### config.mk
export PLATFORM = sky130hd
export DESIGN_NAME = lfk_serializer
export DESIGN_NICKNAME = d
export VERILOG_FILES = /design/src/hw/rtl/lfk_pkg.sv /design/src/hw/rtl/lfk_serializer.sv
export SDC_FILE = /design/constraint.sdc
export NUM_CORES = 1
export LEC_CHECK = 0
export BUFFER_PORTS_ARGS = -buffer_cell sky130_fd_sc_hd__buf_4
export CAP_MARGIN = 15
export CORE_ASPECT_RATIO = 1.4
export CORE_MARGIN = 2
export CORE_UTILIZATION = 45
export DETAILED_ROUTE_END_ITERATION = 12
export PLACE_DENSITY = 0.73
export SLEW_MARGIN = 25
export SYNTH_ARGS = -nofsm -noshare
export SYNTH_HDL_FRONTEND = slang
export SYNTH_SLANG_ARGS = --single-unit
export TNS_END_PERCENT = 100
### constraint.sdc
create_clock -name clk -period 15.4 [get_ports clk]
set_input_delay 2.31 -clock clk [delete_from_list [all_inputs] [get_ports clk]]
set_output_delay 2.31 -clock clk [all_outputs]
set_load 0.005 [all_outputs]
### src/hw/rtl/lfk_pkg.sv
// lfk_pkg: shared constants for the leg forward kinematics block
// sine polynomial coefficients, corner mounting tables, register and point codes
// no dependencies
package lfk_pkg;

  localparam int ANG_W  = 16;
  localparam int OUT_W  = 24;
  localparam int POS_W  = 26;
  localparam int LEN_W  = 16;
  localparam int CIDX_W = 3;

  localparam logic [ANG_W-1:0] QUARTER = 16'd16384;

  // quarter-wave sine polynomial, Q30, innermost coefficient first
  localparam logic [30:0] SIN_C11 = 31'd3864;
  localparam logic [30:0] SIN_C [5] = '{31'd172272, 31'd5026995, 31'd85569306,
                                        31'd693598668, 31'd1686629713};
  localparam logic [31:0] Q30_ONE = 32'd1073741824;

  // angle slots of the sine bank, sine at 2*slot, cosine at 2*slot+1
  localparam int ANG_YAW   = 0;
  localparam int ANG_PITCH = 1;
  localparam int ANG_ROLL  = 2;
  localparam int ANG_MOUNT = 3;
  localparam int ANG_HIP   = 4;
  localparam int ANG_KNEE  = 5;
  localparam int ANG_ANKLE = 6;
  localparam int NUM_ANG   = 7;

  // mounting yaw of each corner and the sign of its hip offset
  localparam logic [ANG_W-1:0] MOUNT_ANG [4] = '{16'd40960, 16'd57344, 16'd24576, 16'd8192};
  localparam logic [3:0] MOUNT_NEG_X = 4'b1100;
  localparam logic [3:0] MOUNT_NEG_Y = 4'b0101;

  localparam logic signed [POS_W-1:0] SAT_MAX = POS_W'(8388607);
  localparam logic signed [POS_W-1:0] SAT_MIN = -POS_W'(8388608);

  localparam logic [1:0] POINT_MOUNT = 2'd0;
  localparam logic [1:0] POINT_FOOT  = 2'd3;

  typedef enum logic [CIDX_W-1:0] {
    REG_LINK1 = 3'd0,
    REG_LINK2 = 3'd1,
    REG_LINK3 = 3'd2,
    REG_MOUNT = 3'd3
  } cfg_reg_t;

endpackage

### src/hw/rtl/lfk_serializer.sv
// lfk_serializer: holds the four points of one pose and sends them one per request
// saturates each coordinate to the output range on load
// depends on lfk_pkg
module lfk_serializer (
  input  logic                              clk,
  input  logic                              rst,
  input  logic                              load_valid,
  input  logic signed [lfk_pkg::POS_W-1:0]  pts [4][3],
  output logic                              take,
  output logic                              out_valid,
  input  logic                              out_ready,
  output logic [1:0]                        point_index,
  output logic signed [lfk_pkg::OUT_W-1:0]  point_x,
  output logic signed [lfk_pkg::OUT_W-1:0]  point_y,
  output logic signed [lfk_pkg::OUT_W-1:0]  point_z,
  output logic                              last_point
);
  import lfk_pkg::*;

  logic signed [OUT_W-1:0] hold [4][3];
  logic [1:0] idx;
  logic busy;

  function automatic logic signed [OUT_W-1:0] sat(input logic signed [POS_W-1:0] v);
    logic signed [POS_W-1:0] c;
    c = (v > SAT_MAX) ? SAT_MAX : ((v < SAT_MIN) ? SAT_MIN : v);
    return c[OUT_W-1:0];
  endfunction

  assign take = !busy || (idx == POINT_FOOT && out_ready);

  always_ff @(posedge clk) begin
    if (rst) begin
      busy <= 1'b0;
      idx  <= POINT_MOUNT;
    end else if (load_valid && take) begin
      busy <= 1'b1;
      idx  <= POINT_MOUNT;
    end else if (busy && out_ready) begin
      if (idx == POINT_FOOT) begin
        busy <= 1'b0;
      end else begin
        idx <= idx + 2'd1;
      end
    end
  end

  always_ff @(posedge clk) begin
    if (load_valid && take) begin
      for (int i = 0; i < 4; i++) begin
        for (int c = 0; c < 3; c++) begin
          hold[i][c] <= sat(pts[i][c]);
        end
      end
    end
  end

  assign out_valid   = busy;
  assign point_index = idx;
  assign point_x     = hold[idx][0];
  assign point_y     = hold[idx][1];
  assign point_z     = hold[idx][2];
  assign last_point  = (idx == POINT_FOOT);

  a_step: assert property (@(posedge clk) disable iff (rst)
    out_valid && out_ready && !last_point |=>
      out_valid && point_index == $past(point_index) + 2'd1)
    else $error("point sequence skipped or stopped early");

  a_load: assert property (@(posedge clk) disable iff (rst)
    load_valid && take |=> out_valid && point_index == POINT_MOUNT)
    else $error("new pose did not start at the mount point");

endmodule

==> run_summary.xml, run 1 <==
<?xml version="1.0" encoding="UTF-8"?>
<metrics>
  <group name="worst_setup_path">
    <metric name="crit_path_cell_trace" unit="">buf_4 -&gt; a21boi_0 -&gt; inv_1 -&gt; buf_4</metric>
    <metric name="timing.critical_path.to_type" unit="">output pin</metric>
    <metric name="critPathKind" unit="">input pin to output pin</metric>
    <metric name="crit_path_frequent_cell" unit="">buf_4</metric>
    <metric name="critical_path_required" unit="ns">13.09</metric>
    <metric name="critical_path.startpoint_type" unit="">input pin</metric>
    <metric name="timing.critical_path.fanout_max" unit="">3</metric>
    <metric name="worst-endpoint-arrival" unit="ns">3.10</metric>
    <metric name="crit_path_max_incr_delay" unit="ns">0.44</metric>
    <metric name="worst_path_max_delay_cell" unit="">a21boi_0</metric>
  </group>
  <group name="timing">
    <metric name="report.final.hold_viol_count" unit="">0</metric>
    <metric name="fin_crit" unit="ns">5.41</metric>
    <metric name="layout_worst_path_cycle_share" unit="">0.351</metric>
    <metric name="timing.final.ws_setup" unit="ns">9.99</metric>
    <metric name="setup_total_negative_slack" unit="ns">0</metric>
    <metric name="setup_viol" unit="">0</metric>
    <metric name="max_slew.worst_pin.slew" unit="ns">0.849</metric>
    <metric name="clock_skew" unit="ns">0.00885</metric>
    <metric name="rsz0062_at_grt" unit="">no</metric>
    <metric name="slew_viol_final" unit="">0</metric>
    <metric name="maxSlewHeadroom" unit="">0.434</metric>
    <metric name="achievable-frequency" unit="MHz">185</metric>
    <metric name="fin_worst_hold_slack" unit="ns">0.564</metric>
  </group>
  <group name="place">
    <metric name="finalWeightedCongestion" unit="">0.847</metric>
    <metric name="io_buffer_count" unit="">392</metric>
    <metric name="preCtsSetupSlack" unit="ns">9.97</metric>
    <metric name="place.detailed.hpwl" unit="mm">26.5</metric>
  </group>
  <group name="clock_network">
    <metric name="cts_tree" unit="">yes</metric>
    <metric name="clock_latency" unit="ns">0.54</metric>
    <metric name="clock_tree_root" unit="">clkbuf_16</metric>
    <metric name="clock_tree_buf_depth" unit="">3</metric>
    <metric name="postCtsResizedCells" unit="">0</metric>
    <metric name="cts-buffers-inserted" unit="">29</metric>
    <metric name="clkSinkCount" unit="">293</metric>
    <metric name="cts-htree-levels" unit="">1</metric>
    <metric name="number_of_buffers_inserted_for_hold_repair_after_clock_tree_synthesis" unit="">0</metric>
    <metric name="post_cts_buffers" unit="">0</metric>
    <metric name="worst_setup_hold_path_clk_slew" unit="ns">0.06</metric>
  </group>
  <group name="floorplan">
    <metric name="io_pins" unit="">393</metric>
    <metric name="die_h" unit="microns">216</metric>
    <metric name="core_region_area" unit="sq mm">0.0316</metric>
    <metric name="start_util" unit="">0.456</metric>
    <metric name="die_footprint" unit="sq mm">0.0335</metric>
    <metric name="placementRows" unit="">77</metric>
    <metric name="die_w" unit="microns">155</metric>
  </group>
  <group name="yosys">
    <metric name="postSynthAreaPerCell" unit="sq um">11.7</metric>
    <metric name="ys.flop_type" unit="">edfxtp_1</metric>
    <metric name="synth.yosys.warnings" unit="">0</metric>
    <metric name="post_synthesis_cell_type_count" unit="">22</metric>
    <metric name="synth.yosys.seq_area_share" unit="">0.606</metric>
    <metric name="post-synth-top-area-fraction" unit="">0.600</metric>
    <metric name="synth.top_cells.by_area" unit="">edfxtp_1 60%, nor2_1 12%, mux4_2 11%</metric>
    <metric name="netlist_area" unit="sq mm">0.0144</metric>
    <metric name="synth-seq-cells" unit="">293</metric>
    <metric name="synth_most_common_cell" unit="">nor2_1</metric>
    <metric name="ys_async_sr_fraction" unit="">0</metric>
    <metric name="yosys-top-cells-count" unit="">462 x nor2_1, 288 x edfxtp_1, 184 x nand2_1, 92 x o2bb2ai_1, 70 x mux4_2</metric>
    <metric name="synthesis.instances" unit="">1237</metric>
    <metric name="cell_accounting_for_the_most_synthesized_area" unit="">edfxtp_1</metric>
    <metric name="mappedNetlistNets" unit="">1554</metric>
    <metric name="synth-edff-count" unit="">288</metric>
  </group>
  <group name="pwr">
    <metric name="pwr_density_cell" unit="mW/mm^2">105</metric>
    <metric name="p_leak" unit="uW">0.00720</metric>
    <metric name="total_power" unit="uW">1930</metric>
    <metric name="vdd.ir_drop.worst" unit="V">0.0000815</metric>
  </group>
  <group name="finish">
    <metric name="finalCoreUtilization" unit="">0.582</metric>
    <metric name="areaGrowthSynthToFinish" unit="%">27.4</metric>
    <metric name="multi_input_area" unit="sq mm">0.00510</metric>
    <metric name="n_fill_cell" unit="">2643</metric>
    <metric name="final_layout_size_suffix_gt1_frac" unit="">0.340</metric>
    <metric name="footprint_of_the_flip_flops_and_latches" unit="sq mm">0.00876</metric>
    <metric name="design.final.nets" unit="">1882</metric>
  </group>
  <group name="worst_hold_path">
    <metric name="hp-class" unit="">flip-flop to flip-flop</metric>
  </group>
  <group name="global_route">
    <metric name="overflow" unit="">0</metric>
    <metric name="antenna_found_initial" unit="">3</metric>
    <metric name="maximum_number_of_pins_on_one_net_before_global_route_repair" unit="">207</metric>
    <metric name="global_route.usage.total" unit="">0.230</metric>
    <metric name="wire_length_of_the_first_global_routing_pass" unit="mm">59.2</metric>
    <metric name="via_count_of_the_first_global_routing_pass" unit="">10900</metric>
  </group>
  <group name="route">
    <metric name="drt_first_pass_iters" unit="">5</metric>
    <metric name="dr.first_iter.drc_count" unit="">699</metric>
    <metric name="num_vias" unit="">11000</metric>
    <metric name="drt_drc_violations_left" unit="">0</metric>
    <metric name="post_drt_via_cell_ratio" unit="">5.52</metric>
    <metric name="drt-wirelength-per-cell" unit="microns">19.9</metric>
    <metric name="routed_wirelength" unit="mm">39.6</metric>
    <metric name="antenna_left" unit="">0</metric>
  </group>
  <group name="job">
    <metric name="cap_violations" unit="">0</metric>
  </group>
  <group name="status">
    <metric name="run_status" unit="">completed</metric>
  </group>
</metrics>
-- cell families (layout without fill, tap and decap cells) --
family	Yosys count	count (layout)	synth area share
AO/OA/AOI/OAI	109	109	0.0661
AND/OR/NAND/NOR	651	651	0.170
XOR/XNOR	1	1	0.000607
adder cells (fa/ha/maj)	1	1	0.000867
other	0	3	0
buffers and inverters	109	459	0.0422
multiplexers	73	73	0.114
flip-flops	293	293	0.606
-- through the flow --
stage | cell area, sq um | cells
after global routing | 18400 | 1985
after global placement | 17400 | 1927
after floorplan | 14400 | 1237
after CTS | 18300 | 1981
final | 18400 | 1985
after detailed placement | 17400 | 1928
-- layout by cell type, fill, tap and decap left out --
cell | Yosys | routed
clkinv_2 | 0 | 12
nor3_1 | 3 | 3
nand3b_1 | 1 | 1
edfxtp_1 | 288 | 288
dfxtp_4 | 0 | 2
clkinv_1 | 0 | 6
xor2_1 | 1 | 1
mux4_1 | 2 | 2
bufinv_16 | 0 | 3
buf_12 | 7 | 1
mux2i_1 | 1 | 1
buf_4 | 0 | 401
mux4_2 | 70 | 70
buf_16 | 0 | 2
inv_1 | 1 | 1
clkbuf_16 | 0 | 29
dfxtp_1 | 5 | 3
clkbuf_1 | 29 | 1
o2bb2ai_1 | 92 | 92
a21boi_0 | 1 | 1
ha_1 | 1 | 1
clkinvlp_4 | 0 | 2
buf_6 | 1 | 1
nor2b_4 | 0 | 1
a21boi_2 | 0 | 8
nor2_1 | 462 | 462
nand2_1 | 184 | 184
o21ba_2 | 8 | 8
diode_2 | 0 | 3
-- final cells by class --
| cell class | instances | share of cell area |
|---|---|---|
| antenna | 3 | 0.000408 |
| tap | 395 | 0.0269 |
| clock buffer | 30 | 0.0397 |
| clock inverter | 23 | 0.0102 |
| multi-input combinational | 835 | 0.278 |
| sequential | 293 | 0.476 |
| timing repair buffer | 405 | 0.168 |
| inverter | 1 | 0.000204 |
-- critical path: cells and delay by family --
| family | cells | cell delay, ns |
|---|---|---|
| buffers and inverters | 3 | 0.34 |
| AOI/OAI and AO/OA | 1 | 0.44 |
-- state kept, by name, summed over array words and instances (netlist names), named ones only --
| register | cells |
|---|---|
| hold | 288 |
| point_index | 2 |
| out_valid | 1 |
-- worst paths after layout --
kind / depth (start not counted) / from / to / slack [ns]
setup / recovery: 4 / out_ready / take / 9.99
hold / removal: 2 / point_index[1] / flip-flop / 0.56
setup reg to reg: 6 / point_index[0] / hold[2][0] / 12.26
hold reg to reg: 2 / point_index[1] / flip-flop / 0.56
-- report_power, final --
group	switching, uW	internal [uW]
combinational	138	136
clock	300	393
sequential	16.6	945
total	455	1470
-- per-layer routing --
metal	routed length [microns]	global-route usage	vias to the layer above
li1	-	-	5019
met1	14200	0.272	5308
met2	20500	0.409	533
met3	3070	0.0371	103
met4	1840	0.109	0
met5	0	0	-
Note: power is estimated with default switching activity, not from simulation.
==> inputs of run 2 (changes only) <==
--- a/config.mk
+++ b/config.mk
@@ -11,7 +11,7 @@
 export CORE_MARGIN = 2
 export CORE_UTILIZATION = 45
 export DETAILED_ROUTE_END_ITERATION = 12
-export PLACE_DENSITY = 0.73
+export PLACE_DENSITY = 0.7
 export SLEW_MARGIN = 25
 export SYNTH_ARGS = -nofsm -noshare
 export SYNTH_HDL_FRONTEND = slang
==> constraint.sdc (replaced) <==
create_clock -name clk -period 5.01 [get_ports clk]
set_input_delay 0.7515 -clock clk [delete_from_list [all_inputs] [get_ports clk]]
set_output_delay 0.7515 -clock clk [all_outputs]
set_load 0.005 [all_outputs]
==> run 2 against run 1 <==
  * Non-clock buffer count fell by 2
  * Largest cell class unchanged
  * Power grew to 3.0 times the previous value
  * Combinational power increased to 3.1 times the previous value
  * Critical endpoint is now point_z[0]
  * Global-route usage rose by 0.22 points
  * Hold slack lost 0.17 ns
  * Utilization about the same
  * Via count down 2.4%
  * Register-to-register slack worse by 9.5 ns
  * Routed wire length up 0.39%
  * Sequential cell count is the same
  * Critical path depth is 1 lower
  * Critical path type is now flip-flop to output pin
  * Die area unchanged
==> run_summary.xml, run 2 (synthesis results as in run 1) <==
<?xml version="1.0" encoding="UTF-8"?>
<metrics>
  <group name="route">
    <metric name="detailroute.wirelength.met3" unit="mm">3.11</metric>
    <metric name="dr.first_iter.drc_count" unit="">696</metric>
    <metric name="drt-wirelength-per-cell" unit="microns">20.1</metric>
    <metric name="num_vias" unit="">10700</metric>
    <metric name="drt_first_pass_iters" unit="">5</metric>
    <metric name="post_drt_via_cell_ratio" unit="">5.40</metric>
    <metric name="detailroute.wirelength.met2" unit="mm">20.5</metric>
    <metric name="routed_wirelength" unit="mm">39.8</metric>
    <metric name="drt_drc_violations_left" unit="">0</metric>
    <metric name="routedLengthMet1" unit="mm">14.0</metric>
    <metric name="maxUsedRoutingLayer" unit="">met4</metric>
    <metric name="antenna_left" unit="">0</metric>
  </group>
  <group name="global_route">
    <metric name="antenna_found_initial" unit="">4</metric>
    <metric name="via_count_of_the_first_global_routing_pass" unit="">10900</metric>
    <metric name="overflow" unit="">0</metric>
    <metric name="wire_length_of_the_first_global_routing_pass" unit="mm">59.5</metric>
    <metric name="maximum_number_of_pins_on_one_net_before_global_route_repair" unit="">205</metric>
    <metric name="global_route.usage.total" unit="">0.232</metric>
  </group>
  <group name="finish">
    <metric name="registers.top_by_ff_count" unit="">hold</metric>
    <metric name="mostFrequentLayoutCells" unit="">462 x nor2_1, 397 x buf_4, 288 x edfxtp_1</metric>
    <metric name="multi_input_area" unit="sq mm">0.00514</metric>
    <metric name="finalNonFillerCells" unit="">1982</metric>
    <metric name="largest_register_ffs" unit="">288</metric>
    <metric name="n_fill_cell" unit="">2628</metric>
    <metric name="final_layout_size_suffix_gt1_frac" unit="">0.334</metric>
    <metric name="stdcell_area" unit="sq mm">0.0184</metric>
    <metric name="mostFrequentLayoutCell" unit="">nor2_1</metric>
    <metric name="areaGrowthSynthToFinish" unit="%">27.3</metric>
    <metric name="footprint_of_the_flip_flops_and_latches" unit="sq mm">0.00876</metric>
    <metric name="design.final.nets" unit="">1880</metric>
  </group>
  <group name="timing">
    <metric name="clock_skew" unit="ns">0.00873</metric>
    <metric name="fin_crit" unit="ns">2.93</metric>
    <metric name="slew_viol_final" unit="">0</metric>
    <metric name="report.final.hold_viol_count" unit="">0</metric>
    <metric name="max_slew.worst_pin.slew" unit="ns">0.821</metric>
    <metric name="timing.final.ws_setup" unit="ns">2.08</metric>
    <metric name="maxSlewHeadroom" unit="">0.452</metric>
    <metric name="rsz0062_at_grt" unit="">no</metric>
    <metric name="fin_worst_hold_slack" unit="ns">0.395</metric>
    <metric name="achievable-frequency" unit="MHz">341</metric>
    <metric name="setup_viol" unit="">0</metric>
    <metric name="layout_worst_path_cycle_share" unit="">0.585</metric>
  </group>
  <group name="clock_network">
    <metric name="clock_tree_root" unit="">clkbuf_16</metric>
    <metric name="clock_latency" unit="ns">0.54</metric>
    <metric name="cts_tree" unit="">yes</metric>
    <metric name="cts-htree-levels" unit="">1</metric>
    <metric name="post_cts_buffers" unit="">0</metric>
    <metric name="clock_tree_buf_depth" unit="">3</metric>
    <metric name="clkSinkCount" unit="">293</metric>
    <metric name="cts-buffers-inserted" unit="">29</metric>
    <metric name="postCtsResizedCells" unit="">0</metric>
    <metric name="worst_setup_hold_path_clk_slew" unit="ns">0.06</metric>
    <metric name="number_of_buffers_inserted_for_hold_repair_after_clock_tree_synthesis" unit="">0</metric>
  </group>
  <group name="floorplan">
    <metric name="die_w" unit="microns">155</metric>
    <metric name="start_util" unit="">0.456</metric>
    <metric name="core_region_area" unit="sq mm">0.0316</metric>
    <metric name="die_footprint" unit="sq mm">0.0335</metric>
    <metric name="placementRows" unit="">77</metric>
    <metric name="io_pins" unit="">393</metric>
    <metric name="die_h" unit="microns">216</metric>
  </group>
  <group name="worst_setup_path">
    <metric name="timing.critical_path.to_type" unit="">output pin</metric>
    <metric name="critical_path.startpoint_type" unit="">flip-flop</metric>
    <metric name="critical_path_cell_count" unit="">3</metric>
    <metric name="critical_path_required" unit="ns">4.26</metric>
    <metric name="timing.critical_path.fanout_max" unit="">33</metric>
    <metric name="critPathKind" unit="">flip-flop to output pin</metric>
    <metric name="crit_path_max_incr_delay" unit="ns">0.60</metric>
    <metric name="crit_path_cell_trace" unit="">buf_16 -&gt; mux4_1 -&gt; buf_4</metric>
    <metric name="worst_path_max_delay_cell" unit="">mux4_1</metric>
    <metric name="critical_path_s_top_delay_family" unit="">multiplexers</metric>
    <metric name="critPathBufInv" unit="">2</metric>
    <metric name="worst-endpoint-arrival" unit="ns">2.18</metric>
    <metric name="reg2regPathDepth" unit="">5</metric>
  </group>
  <group name="place">
    <metric name="place.detailed.hpwl" unit="mm">27.0</metric>
    <metric name="preCtsSetupSlack" unit="ns">2.11</metric>
    <metric name="io_buffer_count" unit="">392</metric>
    <metric name="postPlaceCellArea" unit="sq mm">0.0174</metric>
    <metric name="finalWeightedCongestion" unit="">0.873</metric>
    <metric name="dp.cells" unit="">1925</metric>
  </group>
  <group name="status">
    <metric name="run_status" unit="">completed</metric>
  </group>
  <group name="pwr">
    <metric name="pwr_density_cell" unit="mW/mm^2">316</metric>
    <metric name="p_leak" unit="uW">0.00717</metric>
    <metric name="vdd.ir_drop.worst" unit="V">0.000261</metric>
  </group>
  <group name="worst_hold_path">
    <metric name="hp-class" unit="">input pin to flip-flop</metric>
    <metric name="whs_path_depth" unit="">1</metric>
  </group>
  <group name="job">
    <metric name="cap_violations" unit="">0</metric>
  </group>
</metrics>
-- run 2: stage by stage --
stage / setup TNS, ns / utilization / power [uW]
final: 0 / 0.581 / 5810
after CTS: 0 / 0.579 / 5860
after floorplan: -149.99 / - / 3450
after detailed placement: 0 / 0.552 / 3860
after global placement: 0 / 0.551 / 3830
after global routing: 0 / 0.581 / 6030
-- run 2: area by class of cell --
class | instances | area share
tap | 395 | 0.0269
sequential | 293 | 0.477
clock buffer | 34 | 0.0405
multi-input combinational | 835 | 0.280
antenna | 4 | 0.000545
timing repair buffer | 403 | 0.170
clock inverter | 17 | 0.00593
inverter | 1 | 0.000204
-- run 2: path summary, 6_finish.rpt --
path	startpoint	end	slack (ns)
hold reg to reg	point_index[1]	flip-flop	0.56
hold / removal	pts[103]	hold[2][23]	0.40
setup reg to reg	point_index[0]	hold[3][6]	2.73
setup / recovery	flip-flop	point_z[0]	2.08
-- run 2: per-layer routing --
layer,vias to the layer above,track usage
met2,473,0.413
met3,110,0.0484
met4,0,0.117
li1,5019,-
met1,5094,0.265
met5,-,0
-- run 2: where the power goes --
part           internal (uW)  switching, uW
Combinational            421            422
Sequential              2910           51.5
Clock                   1110            905
==> inputs of run 3 (changes only) <==
==> constraint.sdc (replaced) <==
create_clock -name clk -period 2.7 [get_ports clk]
set_input_delay 0.405 -clock clk [delete_from_list [all_inputs] [get_ports clk]]
set_output_delay 0.405 -clock clk [all_outputs]
set_load 0.005 [all_outputs]
==> run 3 against run 2 <==
  * First-iteration DRC count increased by 14%
  * Final area increased by 2.0%
  * Non-clock buffer count increased by 25
  * Combinational power increased by 92%
  * Critical endpoint is now point_z[12]
  * Largest cell class unchanged
  * Largest power group unchanged
  * Highest routed layer unchanged
==> run_summary.xml, run 3 (synthesis results as in run 1) <==
<?xml version="1.0" encoding="UTF-8"?>
<metrics>
  <group name="status">
    <metric name="run_status" unit="">completed</metric>
  </group>
  <group name="clock_network">
    <metric name="cts_tree" unit="">yes</metric>
    <metric name="clock_tree_buf_depth" unit="">3</metric>
    <metric name="clock_tree_root" unit="">clkbuf_16</metric>
    <metric name="clock_latency" unit="ns">0.56</metric>
    <metric name="worst_setup_hold_path_clk_slew" unit="ns">0.06</metric>
    <metric name="cts-htree-levels" unit="">1</metric>
    <metric name="clkSinkCount" unit="">293</metric>
    <metric name="cts-buffers-inserted" unit="">30</metric>
    <metric name="number_of_buffers_inserted_for_hold_repair_after_clock_tree_synthesis" unit="">0</metric>
  </group>
  <group name="worst_hold_path">
    <metric name="hp-class" unit="">input pin to flip-flop</metric>
  </group>
  <group name="place">
    <metric name="dp.cells" unit="">1939</metric>
    <metric name="io_buffer_count" unit="">392</metric>
    <metric name="finalWeightedCongestion" unit="">0.876</metric>
    <metric name="postPlaceCellArea" unit="sq mm">0.0176</metric>
    <metric name="place.detailed.hpwl" unit="mm">29.6</metric>
  </group>
  <group name="timing">
    <metric name="fin_crit" unit="ns">2.44</metric>
    <metric name="layout_worst_path_cycle_share" unit="">0.903</metric>
    <metric name="achievable-frequency" unit="MHz">410</metric>
    <metric name="max_slew.worst_pin.slew" unit="ns">0.789</metric>
    <metric name="maxSlewHeadroom" unit="">0.473</metric>
    <metric name="clock_skew" unit="ns">0.0121</metric>
    <metric name="slew_viol_final" unit="">0</metric>
    <metric name="setup_viol" unit="">0</metric>
    <metric name="report.final.hold_viol_count" unit="">0</metric>
    <metric name="rsz0062_at_grt" unit="">no</metric>
    <metric name="fin_worst_hold_slack" unit="ns">0.0499</metric>
  </group>
  <group name="finish">
    <metric name="registers.top_by_ff_count" unit="">hold</metric>
    <metric name="design.final.nets" unit="">1906</metric>
    <metric name="finalNonFillerCells" unit="">2010</metric>
    <metric name="mostFrequentLayoutCells" unit="">462 x nor2_1, 420 x buf_4, 288 x edfxtp_1</metric>
    <metric name="largest_register_ffs" unit="">288</metric>
    <metric name="finalCoreUtilization" unit="">0.593</metric>
    <metric name="final_layout_size_suffix_gt1_frac" unit="">0.348</metric>
    <metric name="stdcell_area" unit="sq mm">0.0187</metric>
    <metric name="mostFrequentLayoutCell" unit="">nor2_1</metric>
    <metric name="areaGrowthSynthToFinish" unit="%">29.9</metric>
  </group>
  <group name="pwr">
    <metric name="pwr-share-seq" unit="">0.478</metric>
    <metric name="vdd.ir_drop.worst" unit="V">0.000427</metric>
    <metric name="p_sw_frac" unit="">0.229</metric>
    <metric name="power.share.clock" unit="">0.381</metric>
    <metric name="p_int" unit="uW">8860</metric>
    <metric name="p_leak" unit="uW">0.00738</metric>
    <metric name="combPwrFrac" unit="">0.141</metric>
    <metric name="pwr_density_cell" unit="mW/mm^2">613</metric>
    <metric name="total_switching_power" unit="uW">2620</metric>
    <metric name="total_power" unit="uW">11500</metric>
  </group>
  <group name="route">
    <metric name="routed_wirelength" unit="mm">42.2</metric>
    <metric name="drt-wirelength-per-cell" unit="microns">21.0</metric>
    <metric name="drt_first_pass_iters" unit="">5</metric>
    <metric name="antenna_left" unit="">0</metric>
    <metric name="num_vias" unit="">10900</metric>
    <metric name="drt_drc_violations_left" unit="">0</metric>
    <metric name="dr.first_iter.drc_count" unit="">796</metric>
    <metric name="post_drt_via_cell_ratio" unit="">5.44</metric>
  </group>
  <group name="global_route">
    <metric name="maximum_number_of_pins_on_one_net_before_global_route_repair" unit="">56</metric>
    <metric name="wire_length_of_the_first_global_routing_pass" unit="mm">62.7</metric>
    <metric name="via_count_of_the_first_global_routing_pass" unit="">11000</metric>
    <metric name="antenna_found_initial" unit="">2</metric>
    <metric name="overflow" unit="">0</metric>
    <metric name="global_route.usage.total" unit="">0.248</metric>
  </group>
  <group name="floorplan">
    <metric name="die_h" unit="microns">216</metric>
    <metric name="core_region_area" unit="sq mm">0.0316</metric>
    <metric name="placementRows" unit="">77</metric>
    <metric name="die_w" unit="microns">155</metric>
    <metric name="die_footprint" unit="sq mm">0.0335</metric>
    <metric name="io_pins" unit="">393</metric>
    <metric name="start_util" unit="">0.456</metric>
  </group>
  <group name="worst_setup_path">
    <metric name="critical_path_required" unit="ns">2.30</metric>
    <metric name="worst-endpoint-arrival" unit="ns">2.03</metric>
    <metric name="timing.critical_path.to_type" unit="">output pin</metric>
    <metric name="critPathKind" unit="">flip-flop to output pin</metric>
    <metric name="critical_path.startpoint_type" unit="">flip-flop</metric>
    <metric name="timing.critical_path.fanout_max" unit="">13</metric>
  </group>
  <group name="job">
    <metric name="cap_violations" unit="">0</metric>
  </group>
</metrics>
[run 3: cell count changes in the layout (fill, tap and decap cells not counted), moves of 2 or more]
| cell | delta |
|---|---|
| diode_2 | -2 |
| dfxtp_1 | -2 |
| buf_4 | +23 |
| bufinv_16 | +5 |
| dfxtp_2 | +2 |
| a21boi_4 | -3 |
| buf_12 | +6 |
| clkinv_1 | -2 |
| clkinvlp_4 | -3 |
| clkbuf_16 | +2 |
| clkbuf_1 | +3 |
| buf_16 | -3 |
| a21boi_2 | +3 |
[run 3: cell type report]
| class | instances | area, sq um |
|---|---|---|
| Tap cell | 395 | 494 |
| Fill cell | 2591 | 12900 |
| Multi-Input combinational cell | 835 | 5130 |
| Clock inverter | 17 | 225 |
| Sequential cell | 293 | 8760 |
| Antenna cell | 2 | 5.00 |
| Clock buffer | 39 | 806 |
| Inverter | 1 | 3.75 |
| Timing Repair Buffer | 428 | 3310 |
[run 3: final timing paths]
path | start | slack [ns] | cells after the start | end
hold reg to reg | point_index[1] | 0.62 | 2 | point_index[1]
hold / removal | pts[25] | 0.05 | 1 | hold[3][23]
setup reg to reg | point_index[1] | 0.74 | 4 | hold[2][55]
setup / recovery | flip-flop | 0.26 | 4 | point_z[12]
[run 3: worst max-delay path: stages, from the launching register on]
cell and delay, ns:
dfxtp_4 0.43, buf_4 0.23, buf_4 0.15, mux4_2 0.51
buf_4 0.15
[run 3: power groups by stage]
stage / combinational [uW] / clock [uW] / sequential [uW]
after floorplan: 840 / 0 / 5560
after global placement: 1560 / 0 / 5590
after detailed placement: 1600 / 0 / 5590
after CTS: 1610 / 4450 / 5500
after global routing: 1770 / 4610 / 5510
final: 1620 / 4380 / 5490
[run 3: layer usage]
layer / routed length [microns] / track usage
met5: 0 / 0
met4: 1760 / 0.102
met3: 3370 / 0.0444
met2: 22200 / 0.447
met1: 14900 / 0.290
[run 3: repair_timing]
action,CTS,global route
setup buffers,0,13
setup endpoints to repair,0,4
gates resized for setup,0,0
[run 3: metrics by stage]
stage	setup WS, ns	TNS, ns
after global routing	0.189	0
final	0.262	0
after floorplan	-2.59	-754.50
after global placement	0.637	0
after detailed placement	0.610	0
after CTS	0.0184	0
